<file path="src/hdl/wsc_pkg.sv">
// ----------------------------------------------------------------------------
// wsc_pkg: shared types and constants of the wave sound channel
// Item structs, opcodes, register addresses, readback masks and field widths.
// ----------------------------------------------------------------------------
package wsc_pkg;

	// Field and state widths
	localparam int OPCODE_W   = 3;
	localparam int ADDR_W     = 16;
	localparam int SLOT_W     = 4;
	localparam int BYTE_W     = 8;
	localparam int CYCLE_W    = 16;
	localparam int FREQ_W     = 11;
	localparam int SHIFT_W    = 4;
	localparam int LEN_W      = 24;
	localparam int PHASE_W    = 24;
	localparam int SR_W       = 18;
	localparam int CPU_W      = 24;
	localparam int CFG_W      = 24;
	localparam int CFG_IDX_W  = 1;
	localparam int SPAN_W     = FREQ_W + 1;
	localparam int PROD_W     = SR_W + SPAN_W;

	// Parameter defaults
	localparam int WAVE_ENTRIES_DEF    = 32;
	localparam int PHASE_FRAC_BITS_DEF = 16;

	// Opcodes
	localparam logic [OPCODE_W-1:0] OP_REG_READ  = 3'd0;
	localparam logic [OPCODE_W-1:0] OP_REG_WRITE = 3'd1;
	localparam logic [OPCODE_W-1:0] OP_WAVE_WR   = 3'd2;
	localparam logic [OPCODE_W-1:0] OP_ADVANCE   = 3'd3;
	localparam logic [OPCODE_W-1:0] OP_SAMPLE    = 3'd4;

	// Register addresses
	localparam logic [ADDR_W-1:0] ADDR_NR30 = 16'hFF1A;
	localparam logic [ADDR_W-1:0] ADDR_NR31 = 16'hFF1B;
	localparam logic [ADDR_W-1:0] ADDR_NR32 = 16'hFF1C;
	localparam logic [ADDR_W-1:0] ADDR_NR33 = 16'hFF1D;
	localparam logic [ADDR_W-1:0] ADDR_NR34 = 16'hFF1E;

	// Readback masks (unused bits read as one)
	localparam logic [BYTE_W-1:0] RB_MASK_NR30 = 8'h7F;
	localparam logic [BYTE_W-1:0] RB_MASK_NR32 = 8'h9F;
	localparam logic [BYTE_W-1:0] RB_MASK_NR34 = 8'hBF;
	localparam logic [BYTE_W-1:0] RB_UNMAPPED  = 8'hFF;

	// Frequency span: period is (FREQ_SPAN - freq)
	localparam logic [SPAN_W-1:0] FREQ_SPAN = 12'd2048;
	// Length units per register step
	localparam int LEN_STEPS  = 256;
	localparam int LEN_UNIT_SH = 8;

	// Configuration register indexes
	localparam logic [CFG_IDX_W-1:0] CFG_SAMPLE_RATE = 1'd0;
	localparam logic [CFG_IDX_W-1:0] CFG_CPU_CLOCK   = 1'd1;

	localparam logic [SR_W-1:0]  SR_RESET  = 18'd44100;
	localparam logic [CPU_W-1:0] CPU_RESET = 24'd4194304;

	typedef struct packed {
		logic [OPCODE_W-1:0] opcode;
		logic [ADDR_W-1:0]   address;
		logic [SLOT_W-1:0]   wave_slot;
		logic [BYTE_W-1:0]   data_byte;
		logic [CYCLE_W-1:0]  cycle_count;
	} cmd_item_t;

	typedef struct packed {
		logic [BYTE_W-1:0] read_data;
		logic [BYTE_W-1:0] sample_out;
		logic              channel_on;
	} rsp_item_t;

endpackage

</file>
<file path="src/hdl/wsc_core.sv">
// ----------------------------------------------------------------------------
// wsc_core: channel state and per-item update
// Holds registers, wave table, length countdown and phase; forms one result
// per accepted item in the same cycle and updates state at the accept edge.
// ----------------------------------------------------------------------------
module wsc_core #(
	parameter int WAVE_ENTRIES    = wsc_pkg::WAVE_ENTRIES_DEF,
	parameter int PHASE_FRAC_BITS = wsc_pkg::PHASE_FRAC_BITS_DEF
) (
	input  logic                       clk,
	input  logic                       arst_n,
	input  logic                       accept,
	input  wsc_pkg::cmd_item_t         cmd,
	input  logic                       cfg_we,
	input  logic [wsc_pkg::CFG_IDX_W-1:0] cfg_index,
	input  logic [wsc_pkg::CFG_W-1:0]  cfg_data,
	output wsc_pkg::rsp_item_t         rsp,
	output logic                       thr_busy
);

	localparam int PW      = $clog2(WAVE_ENTRIES);
	localparam int THR_SH  = 21 - PHASE_FRAC_BITS;
	localparam int THR_W   = wsc_pkg::PROD_W - THR_SH;
	localparam int SUM_W   = ((THR_W > wsc_pkg::PHASE_W) ? THR_W : wsc_pkg::PHASE_W) + 2;
	localparam int SLOT_W_P1 = wsc_pkg::SLOT_W + 1;
	localparam logic [SUM_W-1:0] PHASE_ONE = SUM_W'(1) << PHASE_FRAC_BITS;
	localparam logic [SUM_W-1:0] PHASE_SAT = SUM_W'({wsc_pkg::PHASE_W{1'b1}});

	// Configuration
	logic [wsc_pkg::SR_W-1:0]  sample_rate_q;
	logic [wsc_pkg::CPU_W-1:0] cpu_clock_q;

	// Channel state
	logic                          rb_dac_q;
	logic [1:0]                    rb_vol_q;
	logic                          rb_len_q;
	logic                          dac_en_q;
	logic                          playing_q;
	logic [wsc_pkg::FREQ_W-1:0]    freq_q;
	logic [wsc_pkg::SHIFT_W-1:0]   level_shift_q;
	logic                          len_en_q;
	logic [wsc_pkg::LEN_W-1:0]     len_left_q;
	logic [PW-1:0]                 pos_q;
	logic [wsc_pkg::PHASE_W-1:0]   phase_q;
	logic [wsc_pkg::BYTE_W-1:0]    wave_q [WAVE_ENTRIES];
	logic [THR_W-1:0]              thr_q;
	logic                          dirty_q;

	// Next-state values
	logic                          rb_dac_d;
	logic [1:0]                    rb_vol_d;
	logic                          rb_len_d;
	logic                          dac_en_d;
	logic                          playing_d;
	logic [wsc_pkg::FREQ_W-1:0]    freq_d;
	logic [wsc_pkg::SHIFT_W-1:0]   level_shift_d;
	logic                          len_en_d;
	logic [wsc_pkg::LEN_W-1:0]     len_left_d;
	logic [PW-1:0]                 pos_d;
	logic [wsc_pkg::PHASE_W-1:0]   phase_d;
	logic                          wave_we;
	logic [wsc_pkg::BYTE_W-1:0]    rd_data;
	logic [wsc_pkg::BYTE_W-1:0]    smp_data;

	logic [wsc_pkg::SPAN_W-1:0]    span;
	logic [wsc_pkg::PROD_W-1:0]    thr_prod;
	logic [SUM_W-1:0]              phase_ext;
	logic [SUM_W-1:0]              thr_ext;
	logic [SUM_W-1:0]              phase_sum;
	logic                          phase_step;
	logic [PW-1:0]                 pos_step;
	logic [SLOT_W_P1-1:0]          slot2;
	logic [PW-1:0]                 idx_even;
	logic [PW-1:0]                 idx_odd;
	logic [8:0]                    len_mul_a;
	logic [wsc_pkg::LEN_W:0]       len_prod;
	logic [wsc_pkg::LEN_W-1:0]     cyc_ext;
	logic                          freq_write;

	// Threshold from registered frequency and sample rate
	assign span     = wsc_pkg::FREQ_SPAN - {1'b0, freq_q};
	assign thr_prod = wsc_pkg::PROD_W'(sample_rate_q) * wsc_pkg::PROD_W'(span);

	// Phase compare and step
	assign phase_ext  = SUM_W'(phase_q);
	assign thr_ext    = SUM_W'(thr_q);
	assign phase_step = phase_ext > thr_ext;
	assign phase_sum  = phase_step ? (phase_ext + PHASE_ONE - thr_ext)
	                               : (phase_ext + PHASE_ONE);
	assign pos_step   = phase_step ? pos_q + PW'(1) : pos_q;

	// Wave slot to entry pair
	assign slot2    = {cmd.wave_slot, 1'b0};
	assign idx_even = slot2[PW-1:0];
	assign idx_odd  = {idx_even[PW-1:1], 1'b1};

	// Length reload from NR31
	assign len_mul_a = 9'(wsc_pkg::LEN_STEPS) - {1'b0, cmd.data_byte};
	assign len_prod  = (wsc_pkg::LEN_W + 1)'(len_mul_a)
	                 * (wsc_pkg::LEN_W + 1)'(cpu_clock_q >> wsc_pkg::LEN_UNIT_SH);
	assign cyc_ext   = wsc_pkg::LEN_W'(cmd.cycle_count);

	assign freq_write = (cmd.opcode == wsc_pkg::OP_REG_WRITE)
	                 && ((cmd.address == wsc_pkg::ADDR_NR33)
	                  || (cmd.address == wsc_pkg::ADDR_NR34));

	// Decode one item
	always_comb begin
		rb_dac_d      = rb_dac_q;
		rb_vol_d      = rb_vol_q;
		rb_len_d      = rb_len_q;
		dac_en_d      = dac_en_q;
		playing_d     = playing_q;
		freq_d        = freq_q;
		level_shift_d = level_shift_q;
		len_en_d      = len_en_q;
		len_left_d    = len_left_q;
		pos_d         = pos_q;
		phase_d       = phase_q;
		wave_we       = 1'b0;
		rd_data       = '0;
		smp_data      = '0;
		unique case (cmd.opcode)
			wsc_pkg::OP_REG_READ: begin
				unique case (cmd.address)
					wsc_pkg::ADDR_NR30: rd_data = wsc_pkg::RB_MASK_NR30 | {rb_dac_q, 7'b0};
					wsc_pkg::ADDR_NR32: rd_data = wsc_pkg::RB_MASK_NR32 | {1'b0, rb_vol_q, 5'b0};
					wsc_pkg::ADDR_NR34: rd_data = wsc_pkg::RB_MASK_NR34 | {1'b0, rb_len_q, 6'b0};
					default:            rd_data = wsc_pkg::RB_UNMAPPED;
				endcase
			end
			wsc_pkg::OP_REG_WRITE: begin
				unique case (cmd.address)
					wsc_pkg::ADDR_NR30: begin
						rb_dac_d = cmd.data_byte[7];
						dac_en_d = cmd.data_byte[7];
						if (!cmd.data_byte[7]) begin
							playing_d = 1'b0;
						end
					end
					wsc_pkg::ADDR_NR31: begin
						len_left_d = len_prod[wsc_pkg::LEN_W-1:0];
					end
					wsc_pkg::ADDR_NR32: begin
						rb_vol_d = cmd.data_byte[6:5];
						unique case (cmd.data_byte[6:5])
							2'd0:    level_shift_d = 4'd8;
							2'd1:    level_shift_d = 4'd0;
							2'd2:    level_shift_d = 4'd4;
							default: level_shift_d = 4'd6;
						endcase
					end
					wsc_pkg::ADDR_NR33: begin
						freq_d = {freq_q[10:8], cmd.data_byte};
					end
					wsc_pkg::ADDR_NR34: begin
						freq_d   = {cmd.data_byte[2:0], freq_q[7:0]};
						len_en_d = cmd.data_byte[6];
						rb_len_d = cmd.data_byte[6];
						if (cmd.data_byte[7]) begin
							if (len_left_q == '0) begin
								len_left_d = cpu_clock_q;
							end
							pos_d     = '0;
							phase_d   = '0;
							playing_d = dac_en_q;
						end
					end
					default: ;
				endcase
			end
			wsc_pkg::OP_WAVE_WR: begin
				wave_we = 1'b1;
			end
			wsc_pkg::OP_ADVANCE: begin
				if (len_en_q && (len_left_q != '0)) begin
					if (len_left_q <= cyc_ext) begin
						len_left_d = '0;
						playing_d  = 1'b0;
					end else begin
						len_left_d = len_left_q - cyc_ext;
					end
				end
			end
			wsc_pkg::OP_SAMPLE: begin
				pos_d    = pos_step;
				phase_d  = (phase_sum > PHASE_SAT) ? wsc_pkg::PHASE_W'(PHASE_SAT)
				                                   : phase_sum[wsc_pkg::PHASE_W-1:0];
				smp_data = wave_q[pos_step] >> level_shift_q;
			end
			default: ;
		endcase
	end

	assign rsp.read_data  = rd_data;
	assign rsp.sample_out = smp_data;
	assign rsp.channel_on = playing_d;
	assign thr_busy       = dirty_q;

	// Take configuration writes
	always_ff @(posedge clk or negedge arst_n) begin
		if (!arst_n) begin
			sample_rate_q <= wsc_pkg::SR_RESET;
			cpu_clock_q   <= wsc_pkg::CPU_RESET;
		end else if (cfg_we) begin
			if (cfg_index == wsc_pkg::CFG_SAMPLE_RATE) begin
				sample_rate_q <= cfg_data[wsc_pkg::SR_W-1:0];
			end
			if (cfg_index == wsc_pkg::CFG_CPU_CLOCK) begin
				cpu_clock_q <= cfg_data[wsc_pkg::CPU_W-1:0];
			end
		end
	end

	// Refresh threshold; flag one cycle where it is stale
	always_ff @(posedge clk or negedge arst_n) begin
		if (!arst_n) begin
			thr_q   <= '0;
			dirty_q <= 1'b1;
		end else begin
			thr_q   <= THR_W'(thr_prod >> THR_SH);
			dirty_q <= cfg_we || (accept && freq_write);
		end
	end

	// Commit channel state on accept
	always_ff @(posedge clk or negedge arst_n) begin
		if (!arst_n) begin
			rb_dac_q      <= 1'b1;
			rb_vol_q      <= 2'b11;
			rb_len_q      <= 1'b1;
			dac_en_q      <= 1'b0;
			playing_q     <= 1'b0;
			freq_q        <= '0;
			level_shift_q <= '0;
			len_en_q      <= 1'b0;
			len_left_q    <= '0;
			pos_q         <= '0;
			phase_q       <= '0;
		end else if (accept) begin
			rb_dac_q      <= rb_dac_d;
			rb_vol_q      <= rb_vol_d;
			rb_len_q      <= rb_len_d;
			dac_en_q      <= dac_en_d;
			playing_q     <= playing_d;
			freq_q        <= freq_d;
			level_shift_q <= level_shift_d;
			len_en_q      <= len_en_d;
			len_left_q    <= len_left_d;
			pos_q         <= pos_d;
			phase_q       <= phase_d;
		end
	end

	// Wave table: reset pattern, nibble pair writes
	always_ff @(posedge clk or negedge arst_n) begin
		if (!arst_n) begin
			for (int i = 0; i < WAVE_ENTRIES; i++) begin
				wave_q[i] <= ((i % 4) >= 2) ? 8'hFF : 8'h00;
			end
		end else if (accept && wave_we) begin
			wave_q[idx_even] <= {cmd.data_byte[7:4], 4'b0};
			wave_q[idx_odd]  <= {cmd.data_byte[3:0], 4'b0};
		end
	end

endmodule

</file>
<file path="src/hdl/wsc_skid.sv">
// ----------------------------------------------------------------------------
// wsc_skid: result register with one skid entry
// Holds results while the output side stalls and keeps the input side free until the skid entry fills.
// ----------------------------------------------------------------------------
module wsc_skid (
	input  logic               clk,
	input  logic               arst_n,
	input  logic               push,
	input  wsc_pkg::rsp_item_t push_item,
	input  logic               rsp_stall,
	output logic               rsp_valid,
	output wsc_pkg::rsp_item_t rsp,
	output logic               full
);

	logic               out_valid_q;
	logic               skid_valid_q;
	wsc_pkg::rsp_item_t out_item_q;
	wsc_pkg::rsp_item_t skid_item_q;
	logic               out_free;

	assign out_free  = !out_valid_q || !rsp_stall;
	assign rsp_valid = out_valid_q;
	assign rsp       = out_item_q;
	assign full      = skid_valid_q;

	// Track occupancy
	always_ff @(posedge clk or negedge arst_n) begin
		if (!arst_n) begin
			out_valid_q  <= 1'b0;
			skid_valid_q <= 1'b0;
		end else begin
			if (out_free) begin
				out_valid_q  <= skid_valid_q || push;
				skid_valid_q <= 1'b0;
			end else if (push) begin
				skid_valid_q <= 1'b1;
			end
		end
	end

	// Move payload: skid drains first, else new item
	always_ff @(posedge clk) begin
		if (out_free) begin
			if (skid_valid_q) begin
				out_item_q <= skid_item_q;
			end else if (push) begin
				out_item_q <= push_item;
			end
		end else if (push) begin
			skid_item_q <= push_item;
		end
	end

endmodule

</file>
<file path="src/hdl/wave_sound_channel.sv">
// ----------------------------------------------------------------------------
// wave_sound_channel: wave-table sound channel
// Output: each result is registered, or held in the skid entry while stalled.
// Throughput: one item per cycle; after a frequency write or a configuration
// write the input stalls while the registered phase threshold (one 18x12
// multiply) reloads. A full skid entry also stalls the input.
// Reset: asynchronous, clears all state but the result payload registers at once.
// ----------------------------------------------------------------------------
module wave_sound_channel #(
	parameter int WAVE_ENTRIES    = wsc_pkg::WAVE_ENTRIES_DEF,
	parameter int PHASE_FRAC_BITS = wsc_pkg::PHASE_FRAC_BITS_DEF
) (
	input  logic                          clk,
	input  logic                          arst_n,
	input  logic                          cmd_valid,
	output logic                          cmd_stall,
	input  wsc_pkg::cmd_item_t            cmd,
	output logic                          rsp_valid,
	input  logic                          rsp_stall,
	output wsc_pkg::rsp_item_t            rsp,
	input  logic                          cfg_we,
	input  logic [wsc_pkg::CFG_IDX_W-1:0] cfg_index,
	input  logic [wsc_pkg::CFG_W-1:0]     cfg_data
);

	logic               accept;
	logic               thr_busy;
	logic               skid_full;
	wsc_pkg::rsp_item_t rsp_next;

	assign cmd_stall = skid_full || thr_busy;
	assign accept    = cmd_valid && !cmd_stall;

	wsc_core #(
		.WAVE_ENTRIES   (WAVE_ENTRIES),
		.PHASE_FRAC_BITS(PHASE_FRAC_BITS)
	) u_core (
		.clk      (clk),
		.arst_n   (arst_n),
		.accept   (accept),
		.cmd      (cmd),
		.cfg_we   (cfg_we),
		.cfg_index(cfg_index),
		.cfg_data (cfg_data),
		.rsp      (rsp_next),
		.thr_busy (thr_busy)
	);

	wsc_skid u_skid (
		.clk      (clk),
		.arst_n   (arst_n),
		.push     (accept),
		.push_item(rsp_next),
		.rsp_stall(rsp_stall),
		.rsp_valid(rsp_valid),
		.rsp      (rsp),
		.full     (skid_full)
	);

	// Skid entry only fills behind a waiting result
	assert property (@(posedge clk) disable iff (!arst_n) skid_full |-> rsp_valid)
		else $error("skid entry full without a result waiting");

	// A result is valid in the cycle after every accepted item
	assert property (@(posedge clk) disable iff (!arst_n) accept |=> rsp_valid)
		else $error("accepted item produced no result");

	// Frequency write holds off the next item while the threshold reloads
	assert property (@(posedge clk) disable iff (!arst_n)
		(accept && (cmd.opcode == wsc_pkg::OP_REG_WRITE)
		 && ((cmd.address == wsc_pkg::ADDR_NR33) || (cmd.address == wsc_pkg::ADDR_NR34)))
		|=> cmd_stall)
		else $error("item accepted with a stale threshold");

endmodule
</file>
<file path="config.mk">
export PLATFORM = sky130hd
export DESIGN_NAME = wave_sound_channel
export DESIGN_NICKNAME = d
export VERILOG_FILES = /design/src/hdl/wsc_pkg.sv /design/src/hdl/wsc_core.sv /design/src/hdl/wsc_skid.sv /design/src/hdl/wave_sound_channel.sv
export SDC_FILE = /design/constraint.sdc
export NUM_CORES = 1
export LEC_CHECK = 0
export ABC_CLOCK_PERIOD_IN_PS = 8400
export BUFFER_PORTS_ARGS = -buffer_cell sky130_fd_sc_hd__buf_2
export CAP_MARGIN = 0
export CORE_MARGIN = 5
export CORE_UTILIZATION = 45
export DETAILED_ROUTE_END_ITERATION = 8
export SYNTH_ARGS = -nofsm -noshare
export SYNTH_HDL_FRONTEND = slang
export SYNTH_SLANG_ARGS = --single-unit
</file>
<file path="constraint.sdc">
create_clock -name clk -period 8.4 [get_ports clk]
set_clock_uncertainty 0.1 [all_clocks]
set_input_delay 0.84 -clock clk [delete_from_list [all_inputs] [get_ports clk]]
set_output_delay 0.84 -clock clk [all_outputs]
set_load 0.03 [all_outputs]
</file>
==> results of run 1 <==
cells in the mapped netlist (20+ instances only):
cell type,n
xor2_1,32
mux2i_1,36
o21ai_0,98
fa_1,260
nor3_1,29
a21oi_1,96
edfxtp_1,26
dfrtp_1,196
mux2_2,184
nor2_1,102
a21o_1,40
clkbuf_1,122
and2_1,156
ha_1,160
dfstp_2,84
nand2b_1,20
inv_1,399
nand2_1,346
nand3_1,37
mux4_2,67
xnor2_1,70
how the worst max path moves through the flow:
stage | from | endpoint | cells after the start
global route | u_core.freq_q[2] | u_core.thr_q[24] | 25
global placement | cmd[17] | u_core.len_left_q[23] | 24
floorplan | u_core.freq_q[0] | u_core.thr_q[24] | 26
detailed placement | cmd[17] | u_core.len_left_q[23] | 24
CTS | u_core.freq_q[2] | u_core.thr_q[24] | 25
finish | u_core.freq_q[2] | u_core.thr_q[24] | 25
area by class of cell:
cell class                 count  area share
multi-input combinational   1987      0.5959
sequential                   306      0.2555
clock buffer                  51     0.03397
inverter                     402     0.04882
clock inverter                18    0.006437
timing repair buffer         132     0.02510
tap                          846     0.03425
sequential cells by signal (all words and copies together) (netlist names), 2 cells and up:
signal / count
u_skid.rsp: 13
u_core.len_left_q: 24
u_core.level_shift_q: 3
u_core.thr_q: 25
u_core.pos_q: 5
u_core.phase_q: 24
u_skid.skid_item_q: 13
u_core.cpu_clock_q: 24
u_core.rb_vol_q: 2
u_core.freq_q: 11
u_core.sample_rate_q: 18
u_core.wave_q: 136
power groups by stage:
stage	combinational [W]	clock [W]	sequential, W
after global placement	0.00336	0	0.00183
after floorplan	0.00273	0	0.00171
final	0.00342	0.00164	0.00182
after CTS	0.00345	0.00169	0.00181
after global routing	0.00389	0.00175	0.00183
after detailed placement	0.00343	0	0.00184
layer usage:
layer  global-route usage  up-vias  wire [um]  share of wire
li1                     -     9506          -              -
met1               0.2948    10390      31870           0.45
met2               0.3537      467      34100           0.48
met3              0.03481      123       3444          0.048
met4              0.05971        2       2000          0.028
met5                    0        -         13        0.00018
worst max-delay path, delay by kind of cell, from the launching register on:
kind | cells | cell delay [ns]
adder cells (fa/ha/maj) | 6 | 2.74
AO/OA/AOI/OAI | 8 | 2.22
AND/OR/NAND/NOR | 5 | 1.05
flip-flops | 1 | 0.42
buffers and inverters | 4 | 0.38
XOR/XNOR | 2 | 0.30
cell families after synthesis:
| group | after synthesis | share of synthesized area |
|---|---|---|
| and+or+nand+nor | 786 | 0.1327 |
| buffers and inverters | 543 | 0.07269 |
| DFF | 306 | 0.2784 |
| muxes | 288 | 0.1396 |
| adders and majority gates | 420 | 0.2542 |
| AOI/OAI and AO/OA | 390 | 0.09039 |
| xor gates and xnor gates | 103 | 0.03209 |
metrics by stage:
stage	util	std cells	instance area (um2)	setup WS, ns	hold slack [ns]
2_1_floorplan	-	2836	28350	1.521	0.3389
3_3_place_gp	0.4728	3673	29660	0.9194	0.3523
3_5_place_dp	0.4728	3673	29660	0.7418	0.3509
4_1_cts	0.4927	3742	30910	1.067	0.3052
5_1_grt	0.4927	3742	30910	0.7283	0.3331
6_report	0.4927	3742	30910	1.103	0.2821
==> results by stage, run 1 <==
Timing:
- The highest clock rate is 137.0 MHz.
- The shortest period the worst path allows is 7.297 ns.
- For the pin with the worst max-slew slack, the measured transition is 1.265 ns.
- The relative slew slack is 0.1536.
- For the final routed database, the setup TNS stands at 0 ns.
- Setup repair after global routing left no endpoint under its margin.
- The max-slew violation count came to 0.
- The count of endpoints failing setup in the final report is 0.
- The portion of the clock cycle consumed by the worst path in the final layout is 0.8687.
- The number of endpoints with negative hold slack in the final report came to 0.

Global routing:
- The first-pass GRT wire length is 117600 um.
- The overall global routing resource usage is 0.2139.
- The initial antenna violation count is 2.
- The number of global-route vias before repair came to 21670.
- The largest net degree at the start of global routing is 158.
- The remaining global-route overflow is 0.

Synthesis:
- Of the post-synthesis cell area, the dominant cell type holds 0.1836.
- The synthesized design contains 26 enable-type register cells.
- The part of the Yosys area used for sequential elements is 0.2784.
- By area the synthesized netlist is led by fa_1 (18%), dfrtp_1 (17%), dfstp_2 (7.8%).
- When the netlist entered floorplanning its net count stood at 3333.
- The largest total area in the synthesized netlist belongs to fa_1.
- The cell area after synthesis is 28350 um2.
- The mean cell area of the mapped netlist is 9.996 um2.
- During synthesis, Yosys emitted a total of 0 warnings.
- The proportion of register bits with asynchronous set or reset after synthesis is 0.9150.
- Counting flops and latches in the post-synthesis netlist gives 306.
- Synthesis handed over a netlist of 2836 instances.
- The netlist uses 83 different library cells.
- The prevailing post-synth register cell is dfrtp_1.

Die:
- The core box area is 62740 um2.
- The area enclosed by the die boundary is 68120 um2.
- The die extent in x is 261.0 um.
- The total number of placement rows is 92.
- The I/O pin count is 96.
- From bottom edge to top edge, the die measures 261.0 um.
- The initial core utilization is 0.4519.

Clock network:
- After clock tree synthesis, the repair step resized 0 gates.
- The clock reaches the later pin of the worst-skew pair after 0.59 ns.
- TritonCTS built the clock tree.
- The tree is rooted in a clkbuf_16.
- The clock-pin slew reported for the worst setup and hold paths after clock tree synthesis is 0.07 ns.
- The clock tree buffer depth is 3.
- The clock sink count is 306.
- The number of clock buffers added by TritonCTS is 38.
- The H-tree was split into 2 levels.
- The post-cts hold buffer count is 0.
- The number of setup buffers added after CTS is 0.

Place:
- The HPWL after detailed placement is 53450 um.
- The placer congestion estimate is 0.8651.
- Input and output buffers added on the ports amount to 95.

Layout:
- From synthesis to final layout, the design area changed by 9.021%.
- The commonest non-fill, non-tap cell in the layout is inv_1.
- Registers take 7896 um2.
- The number of nets in the layout is 3364.
- Leaving out fill and tap cells, the most frequent cells in the layout are inv_1 (399), nand2_1 (346), fa_1 (260).
- The area used by multi-input combinational logic is 18420 um2.
- The repair_antennas step left the layout with diodes totalling 0.
- Of the cells placed in the final design, the portion with a size suffix greater than 1 is 0.1885.
- The number of inserted filler cells in the final layout is 5727.

Setup path:
- The minimum setup slack among reg-to-reg paths is 1.10 ns.
- The startpoint of the worst-slack reg-to-reg timing path is u_core.freq_q[2].
- The number of cells on the worst reg-to-reg path is 25.
- The sort of element at the start of the critical path is a flip-flop.
- The kind of critical path is flip-flop to flip-flop.
- The critical-path cell with the highest stage delay is o311ai_0.
- The largest incremental delay on the critical path is 0.52 ns.
- The arrival time of data at the critical path endpoint is 7.67 ns.
- The endpoint of the most critical register-to-register path is u_core.thr_q[24].
- The dominant cell type by count on the critical path is fa_1.
- The required time of the critical path is 8.78 ns.
- The worst setup path is captured at a flip-flop.
- Along the worst path, the maximum fanout reaches 18.

Detailed routing:
- The antenna violation net count after detailed routing is 0.
- The count of unresolved DRC violations after routing is 0.
- The routed layout has 20480 vias.
- The number of vias per cell is 5.474.
- The post-detailed-routing wire length is 71430 um.
- In the final routed layout, each cell accounts on average for 19.09 um.
- The number of detailed-route iterations in the first pass is 7.
- The initial detailed-routing violation count is 1205.

Power and ir drop:
- The part of the power in combinational logic is 0.497.
- The analysis attributes to net switching a power of 0.002790 W.
- The design draws 0.006873 W.
- Of the total power, the clock network draws 0.239.
- The worst ir drop on vdd is 0.0002473 V.
- The internal power contribution is 0.004083 W.
- The power density relative to cell area is 222.4 nW/um2.
- The share of total power dissipated in sequential elements is 0.264.
- The switching power as a share of total power is 0.4060.
- Summed over all cells, the static leakage comes to 14.60 nW.

Outcome:
- The flow ran to the end, and the final reports show no timing, DRC or antenna violations.

Flow run:
- The total of max-cap violations is 0.

Worst hold path:
- The worst hold path belongs to the class input pin to asynchronous set/reset pin.
Note: power is estimated with default switching activity, not from simulation.
==> run 2, diff against run 1 <==
- CELL_PAD_IN_SITES_DETAIL_PLACEMENT: not set -> 0
- CELL_PAD_IN_SITES_GLOBAL_PLACEMENT: not set -> 1
- PLACE_DENSITY_LB_ADDON: not set -> 0.1
- REMOVE_ABC_BUFFERS: not set -> 1
==> results by stage, run 2 (same netlist as run 1, synthesis figures left out) <==
Place:
- At the placement stage, the worst setup path has a slack of 0.6599 ns.
- The placer congestion estimate is 0.8478.
- The HPWL after detailed placement is 55670 um.
- The count of buffers from port buffering is 95.
- The placed standard-cell area is 29700 um2.

Setup path:
- The critical path is of the flip-flop to flip-flop type.
- On the critical path the largest part of the delay comes from adder cells.
- The sort of element at the start of the critical path is a flip-flop.
- Data arrives at the worst endpoint at 8.14 ns.
- The element type at the critical path end is a flip-flop.
- The critical-path cell with the highest stage delay is xnor2_1.
- Counting both buffers and inverters, the worst setup path holds a total of 5.
- The largest incremental delay on the critical path is 1.03 ns.
- In this run the worst path has a maximum fanout of 10.
- The dominant cell type by count on the critical path is fa_1.
- The required time of the critical path is 8.77 ns.

Layout:
- The final core utilization is 0.4941.
- The largest registers in the layout are u_core.wave_q (136), u_core.thr_q (25).
- The repair_antennas step left the layout with diodes totalling 0.
- The number of nets in the layout is 3370.
- The commonest non-fill, non-tap cell in the layout is inv_1.
- Leaving out fill and tap cells, the most frequent cells in the layout are inv_1 (399), nand2_1 (346), fa_1 (260).
- The fraction of layout cells with a size suffix above 1 is 0.1906.
- The relative area change from synthesis to final layout is 9.343%.
- The finished cells cover 31000 um2.
- The register with the most flip-flops is u_core.wave_q.
- The flip-flop count of the largest register, all copies and words added is 136.

Timing:
- Setup repair after global routing left no endpoint under its margin.
- The relative slew slack is 0.1078.
- The portion of the clock cycle consumed by the worst path in the final layout is 0.9256.
- For the pin with the worst max-slew slack, the measured transition is 1.329 ns.
- The worst hold slack after final layout is 0.1520 ns.
- The worst path meets setup with 0.6252 ns of slack.
- The shortest period the worst path allows is 7.775 ns.
- For this run, the top clock speed supported by timing is 128.6 MHz.
- The count of endpoints failing setup in the final report is 0.
- The setup TNS after final layout is 0 ns.
- The max-slew violation count is 0.
- The number of endpoints with negative hold slack in the final report is 0.

Power and ir drop:
- The switching power as a share of total power is 0.3944.
- VDD sags by at most 0.0002568 V.
- Cell internal power was estimated by the tool at 0.004187 W.
- In this run the power density over the cells is 223.1 nW/um2.
- Of the total power, registers draw 0.263.
- The relative contribution of the clock network to total power is 0.248.
- The share of total power dissipated in combinational logic is 0.489.
- The analysis attributes to net switching a power of 0.002727 W.
- In this run the static leakage power is 14.66 nW.

Die:
- The die is 261.0 um tall.
- The I/O pin count is 96.
- The total number of placement rows is 92.
- The area enclosed by the die boundary is 68120 um2.
- The core box area is 62740 um2.
- The initial core utilization is 0.4519.
- The die extent in x is 261.0 um.

Clock network:
- The root buffer cell chosen for the clock tree is clkbuf_16.
- The latest clock arrival within the worst-skew pair is 0.55 ns.
- The CTS buffer count is 37.
- The number of H-tree branching levels is 2.
- The post-cts hold buffer count is 0.
- TritonCTS built the clock tree.
- The clock passes through at most 3 buffers.
- Clock tree synthesis found a total of 306 sinks.
- The clock-pin slew reported for the worst setup and hold paths after clock tree synthesis is 0.06 ns.
- The number of setup buffers added after CTS is 0.
- The post-cts sizing count is 0.

Detailed routing:
- The number of vias per cell is 5.462.
- The count of unresolved DRC violations after routing is 0.
- Once detail routing completed, the nets flagged for antenna violations numbered 0.
- The routed layout has 20470 vias.
- The post-detailed-routing wire length is 73660 um.
- The detailed router finished its first iteration with 1083 violations.
- The number of detailed-route iterations in the first pass is 5.
- In the final routed layout, each cell accounts on average for 19.65 um.

Flow run:
- The total of max-cap violations is 0.

Outcome:
- The run finished with clean final reports.

Global routing:
- The remaining global-route overflow is 0.
- The overall global routing resource usage is 0.2214.
- The number of global-route vias before repair is 21410.
- Entering global routing, the biggest net connects 75 pins.
- The first global-routing pass estimated 120300 um of wire.
- The initial antenna violation count is 2.

Worst hold path:
- The path category of the worst min-delay check is input pin to asynchronous set/reset pin.
[run 2: cell types whose count changed in the layout (fill, tap and decap cells not counted), sizes merged]
cell,change
bufinv,+4
buf,+7
inv,-1
clkinv,-2
clkbuf,-1
clkinvlp,-1
[run 2: path summary, 6_finish.rpt]
path	start	to	slack, ns	cells past startpoint
setup / recovery	u_core.freq_q[1]	u_core.thr_q[24]	0.63	25
hold / removal	arst_n	u_core.wave_q[87]	0.15	1
setup reg to reg	u_core.freq_q[1]	u_core.thr_q[24]	0.63	25
hold reg to reg	u_core.rb_len_q	u_core.rb_len_q	0.36	2
max in group asynchronous	arst_n	u_core.pos_q[0]	6.62	2
min in group clk	u_core.rb_len_q	u_core.rb_len_q	0.36	2
[run 2: area by class of cell]
| type | count | area (um2) |
|---|---|---|
| inverter | 402 | 1509 |
| fill | 5864 | 31740 |
| timing repair buffer | 139 | 815.8 |
| tap | 846 | 1059 |
| multi-input combinational | 1987 | 18420 |
| sequential | 306 | 7896 |
| clock inverter | 18 | 254.0 |
| clock buffer | 50 | 1046 |
[run 2: per-layer routing]
layer,GRT usage,share of wire,vias up
li1,-,-,9502
met1,0.3077,0.45,10440
met2,0.3664,0.47,428
met3,0.03346,0.050,104
met4,0.05942,0.027,4
met5,0,0.00029,-
[run 2: power groups by stage]
stage / combinational (W) / clock [W] / sequential (W)
2_1_floorplan: 0.00264 / 0 / 0.00177
3_3_place_gp: 0.00337 / 0 / 0.00184
3_5_place_dp: 0.00342 / 0 / 0.00185
4_1_cts: 0.00344 / 0.00176 / 0.00182
5_1_grt: 0.00387 / 0.00181 / 0.00184
6_report: 0.00338 / 0.00171 / 0.00182
[run 2: per-stage QoR]
step	instances	total power (W)
6_report	3748	0.006914
5_1_grt	3748	0.007522
4_1_cts	3748	0.007029
3_5_place_dp	3680	0.005267
3_3_place_gp	3680	0.005210
2_1_floorplan	2695	0.004411
==> run 3, diff against run 2 <==
- ABC_CLOCK_PERIOD_IN_PS: 8400 -> 8650
- clock period: 8.4 -> 8.65 ns (I/O delays scaled with it)
==> results by stage, run 3 (same netlist as run 1, synthesis figures left out) <==
Timing:
- For this run, the top clock speed supported by timing is 130.2 MHz.
- On the final layout, the worst hold slack is 0.2340 ns.
- The setup TNS after final layout is 0 ns.
- Setup repair after global routing left no endpoint under its margin.
- The max-slew violation count is 0.
- Setup violations remaining at the end of the flow were counted as 0.
- At the pin with the least slew margin, the transition time is 1.193 ns.
- Subtracting the final worst setup slack from the clock period gives 7.680 ns.
- The number of endpoints with negative hold slack in the final report is 0.
- The relative slew slack is 0.1973.
- The portion of the clock cycle consumed by the worst path in the final layout is 0.8878.

Setup path:
- Data on the critical path is required at its endpoint by 9.03 ns.
- The worst setup path is of the flip-flop to flip-flop kind.
- Of all nets on the critical path, the largest fanout is 20.
- STA classifies the critical path endpoint as a flip-flop.
- Data arrives at the worst endpoint at 8.06 ns.
- The worst setup path is launched from a flip-flop.
- Among all stages on the critical path, the largest delay is contributed by o311ai_0.
- The largest single stage delay on the critical path is 0.61 ns.

Detailed routing:
- The number of vias per cell is 5.470.
- The first detailed-routing pass ran for 5 iterations.
- The total number of vias is 20510.
- After detailed routing, the average wire length per cell comes to 19.79 um.
- The initial detailed-routing violation count is 1236.
- Wires add up to 74210 um.
- Once detail routing completed, the nets flagged for antenna violations numbered 0.
- The count of unresolved DRC violations after routing is 0.

Clock network:
- For this design, the sink count on the clock tree is 306.
- The latest clock arrival within the worst-skew pair is 0.59 ns.
- The CTS buffer count is 38.
- The clock tree synthesis step divided the H-tree into 2 levels.
- TritonCTS built the clock tree.
- The buffer type at the clock tree root is clkbuf_16.
- Hold repair after CTS inserted 0 buffers.
- After clock tree synthesis, the setup repair step added 0 buffers.
- Gates resized during post-CTS repair numbered 0.
- The clock tree buffer depth is 3.
- Clock-pin slew was measured on the worst setup and hold paths at 0.06 ns.

Die:
- In this run the standard cell core region covers 62740 um2.
- The die extent in x is 261.0 um.
- The total number of placement rows is 92.
- The die covers 68120 um2.
- For this configuration, the core starts out at a cell density of 0.4519.
- In this run the count of I/O pins placed on the die edge is 96.
- The chip height is 261.0 um.

Layout:
- The fraction of layout cells with a size suffix above 1 is 0.1897.
- The register with the most flip-flops in the layout has 136 of them.
- The largest registers in the layout are u_core.wave_q (136), u_core.thr_q (25).
- The antenna diode count is 0.
- The number of nets in the layout is 3371.
- The top cell types in the final layout, fill and taps aside, are inv_1 (399), nand2_1 (346), fa_1 (260).
- At the end of the flow the core is filled with cells to 0.4944.
- Leaving out fill and tap cells, the most frequent cell in the layout is inv_1.
- Relative to the synthesized area, the layout overhead comes to 9.409%.
- The register with the most flip-flops in the final layout is u_core.wave_q.

Global routing:
- The initial antenna violation count came to 2.
- Across every metal layer, demand over resource in global routing totals 0.2244.
- The first-pass GRT wire length is 122700 um.
- Entering global routing, the biggest net connects 108 pins.
- The number of global-route vias before repair is 21900.
- Global routing finished with a remaining overflow of 0.

Place:
- Routability-driven placement finished with a final weighted congestion of 0.8568.
- In this run the tool buffered the top-level ports with 95 buffer cells.
- The wire-length estimate of the detail-placed layout is 56120 um.

Power and ir drop:
- VDD sags by at most 0.0002747 V.
- The overall power after layout is 0.006734 W.
- The static leakage power is 14.66 nW.
- In this run the power density over the cells is 217.1 nW/um2.

Flow run:
- The total of max-cap violations is 0.

Outcome:
- The run finished with clean final reports.

Worst hold path:
- The path category of the worst min-delay check is input pin to asynchronous set/reset pin.
## run 3: changes by cell type in the layout (fill, tap and decap cells not counted), sizes merged
| cell | delta |
|---|---|
| clkinv | +6 |
| clkbuf | -3 |
| inv | -1 |
## run 3: area by class of cell
type / count / area [um2]
inverter: 402 / 1509
sequential: 306 / 7896
tap: 846 / 1059
clock inverter: 23 / 304.0
timing repair buffer: 139 / 815.8
fill: 5866 / 31720
clock buffer: 47 / 1015
multi-input combinational: 1987 / 18420
## run 3: per-layer routing
layer / up-vias / part of all wire / GRT usage
met5: - / 0 / 0
met4: 0 / 0.015 / 0.04029
met3: 64 / 0.037 / 0.02343
met2: 382 / 0.48 / 0.3777
met1: 10580 / 0.46 / 0.3217
li1: 9489 / - / -
## run 3: through the flow
step / setup WS (ns) / std cells / instance area, um2
finish: 0.9702 / 3750 / 31020
global route: 0.4228 / 3750 / 31020
CTS: 0.8334 / 3750 / 31020
detailed placement: 0.8381 / 3680 / 29700
global placement: 1.081 / 3680 / 29700
floorplan: 1.653 / 2695 / 27800
## run 3: final timing paths
path,startpoint,end,slack (ns),cells past startpoint
setup / recovery,u_core.freq_q[0],u_core.thr_q[24],0.97,26
hold / removal,arst_n,u_core.wave_q[95],0.23,1
max in group asynchronous,arst_n,u_core.wave_q[116],6.75,2
hold reg to reg,u_core.rb_len_q,u_core.rb_len_q,0.36,2
min in group clk,u_core.rb_len_q,u_core.rb_len_q,0.36,2
setup reg to reg,u_core.freq_q[0],u_core.thr_q[24],0.97,26
## run 3: worst max-delay path: cells and delay by family (launching register included)
family	cells	cell delay, ns
AO/OA/AOI/OAI	8	2.28
XOR/XNOR	2	0.55
adder cells (fa/ha/maj)	7	3.01
buffers and inverters	6	0.50
flip-flops	1	0.36
AND/OR/NAND/NOR	3	0.77
## run 3: power breakdown
part	switching [W]	internal, W
clock network	0.000681	0.000996
logic	0.00180	0.00149
registers	0.000191	0.00158
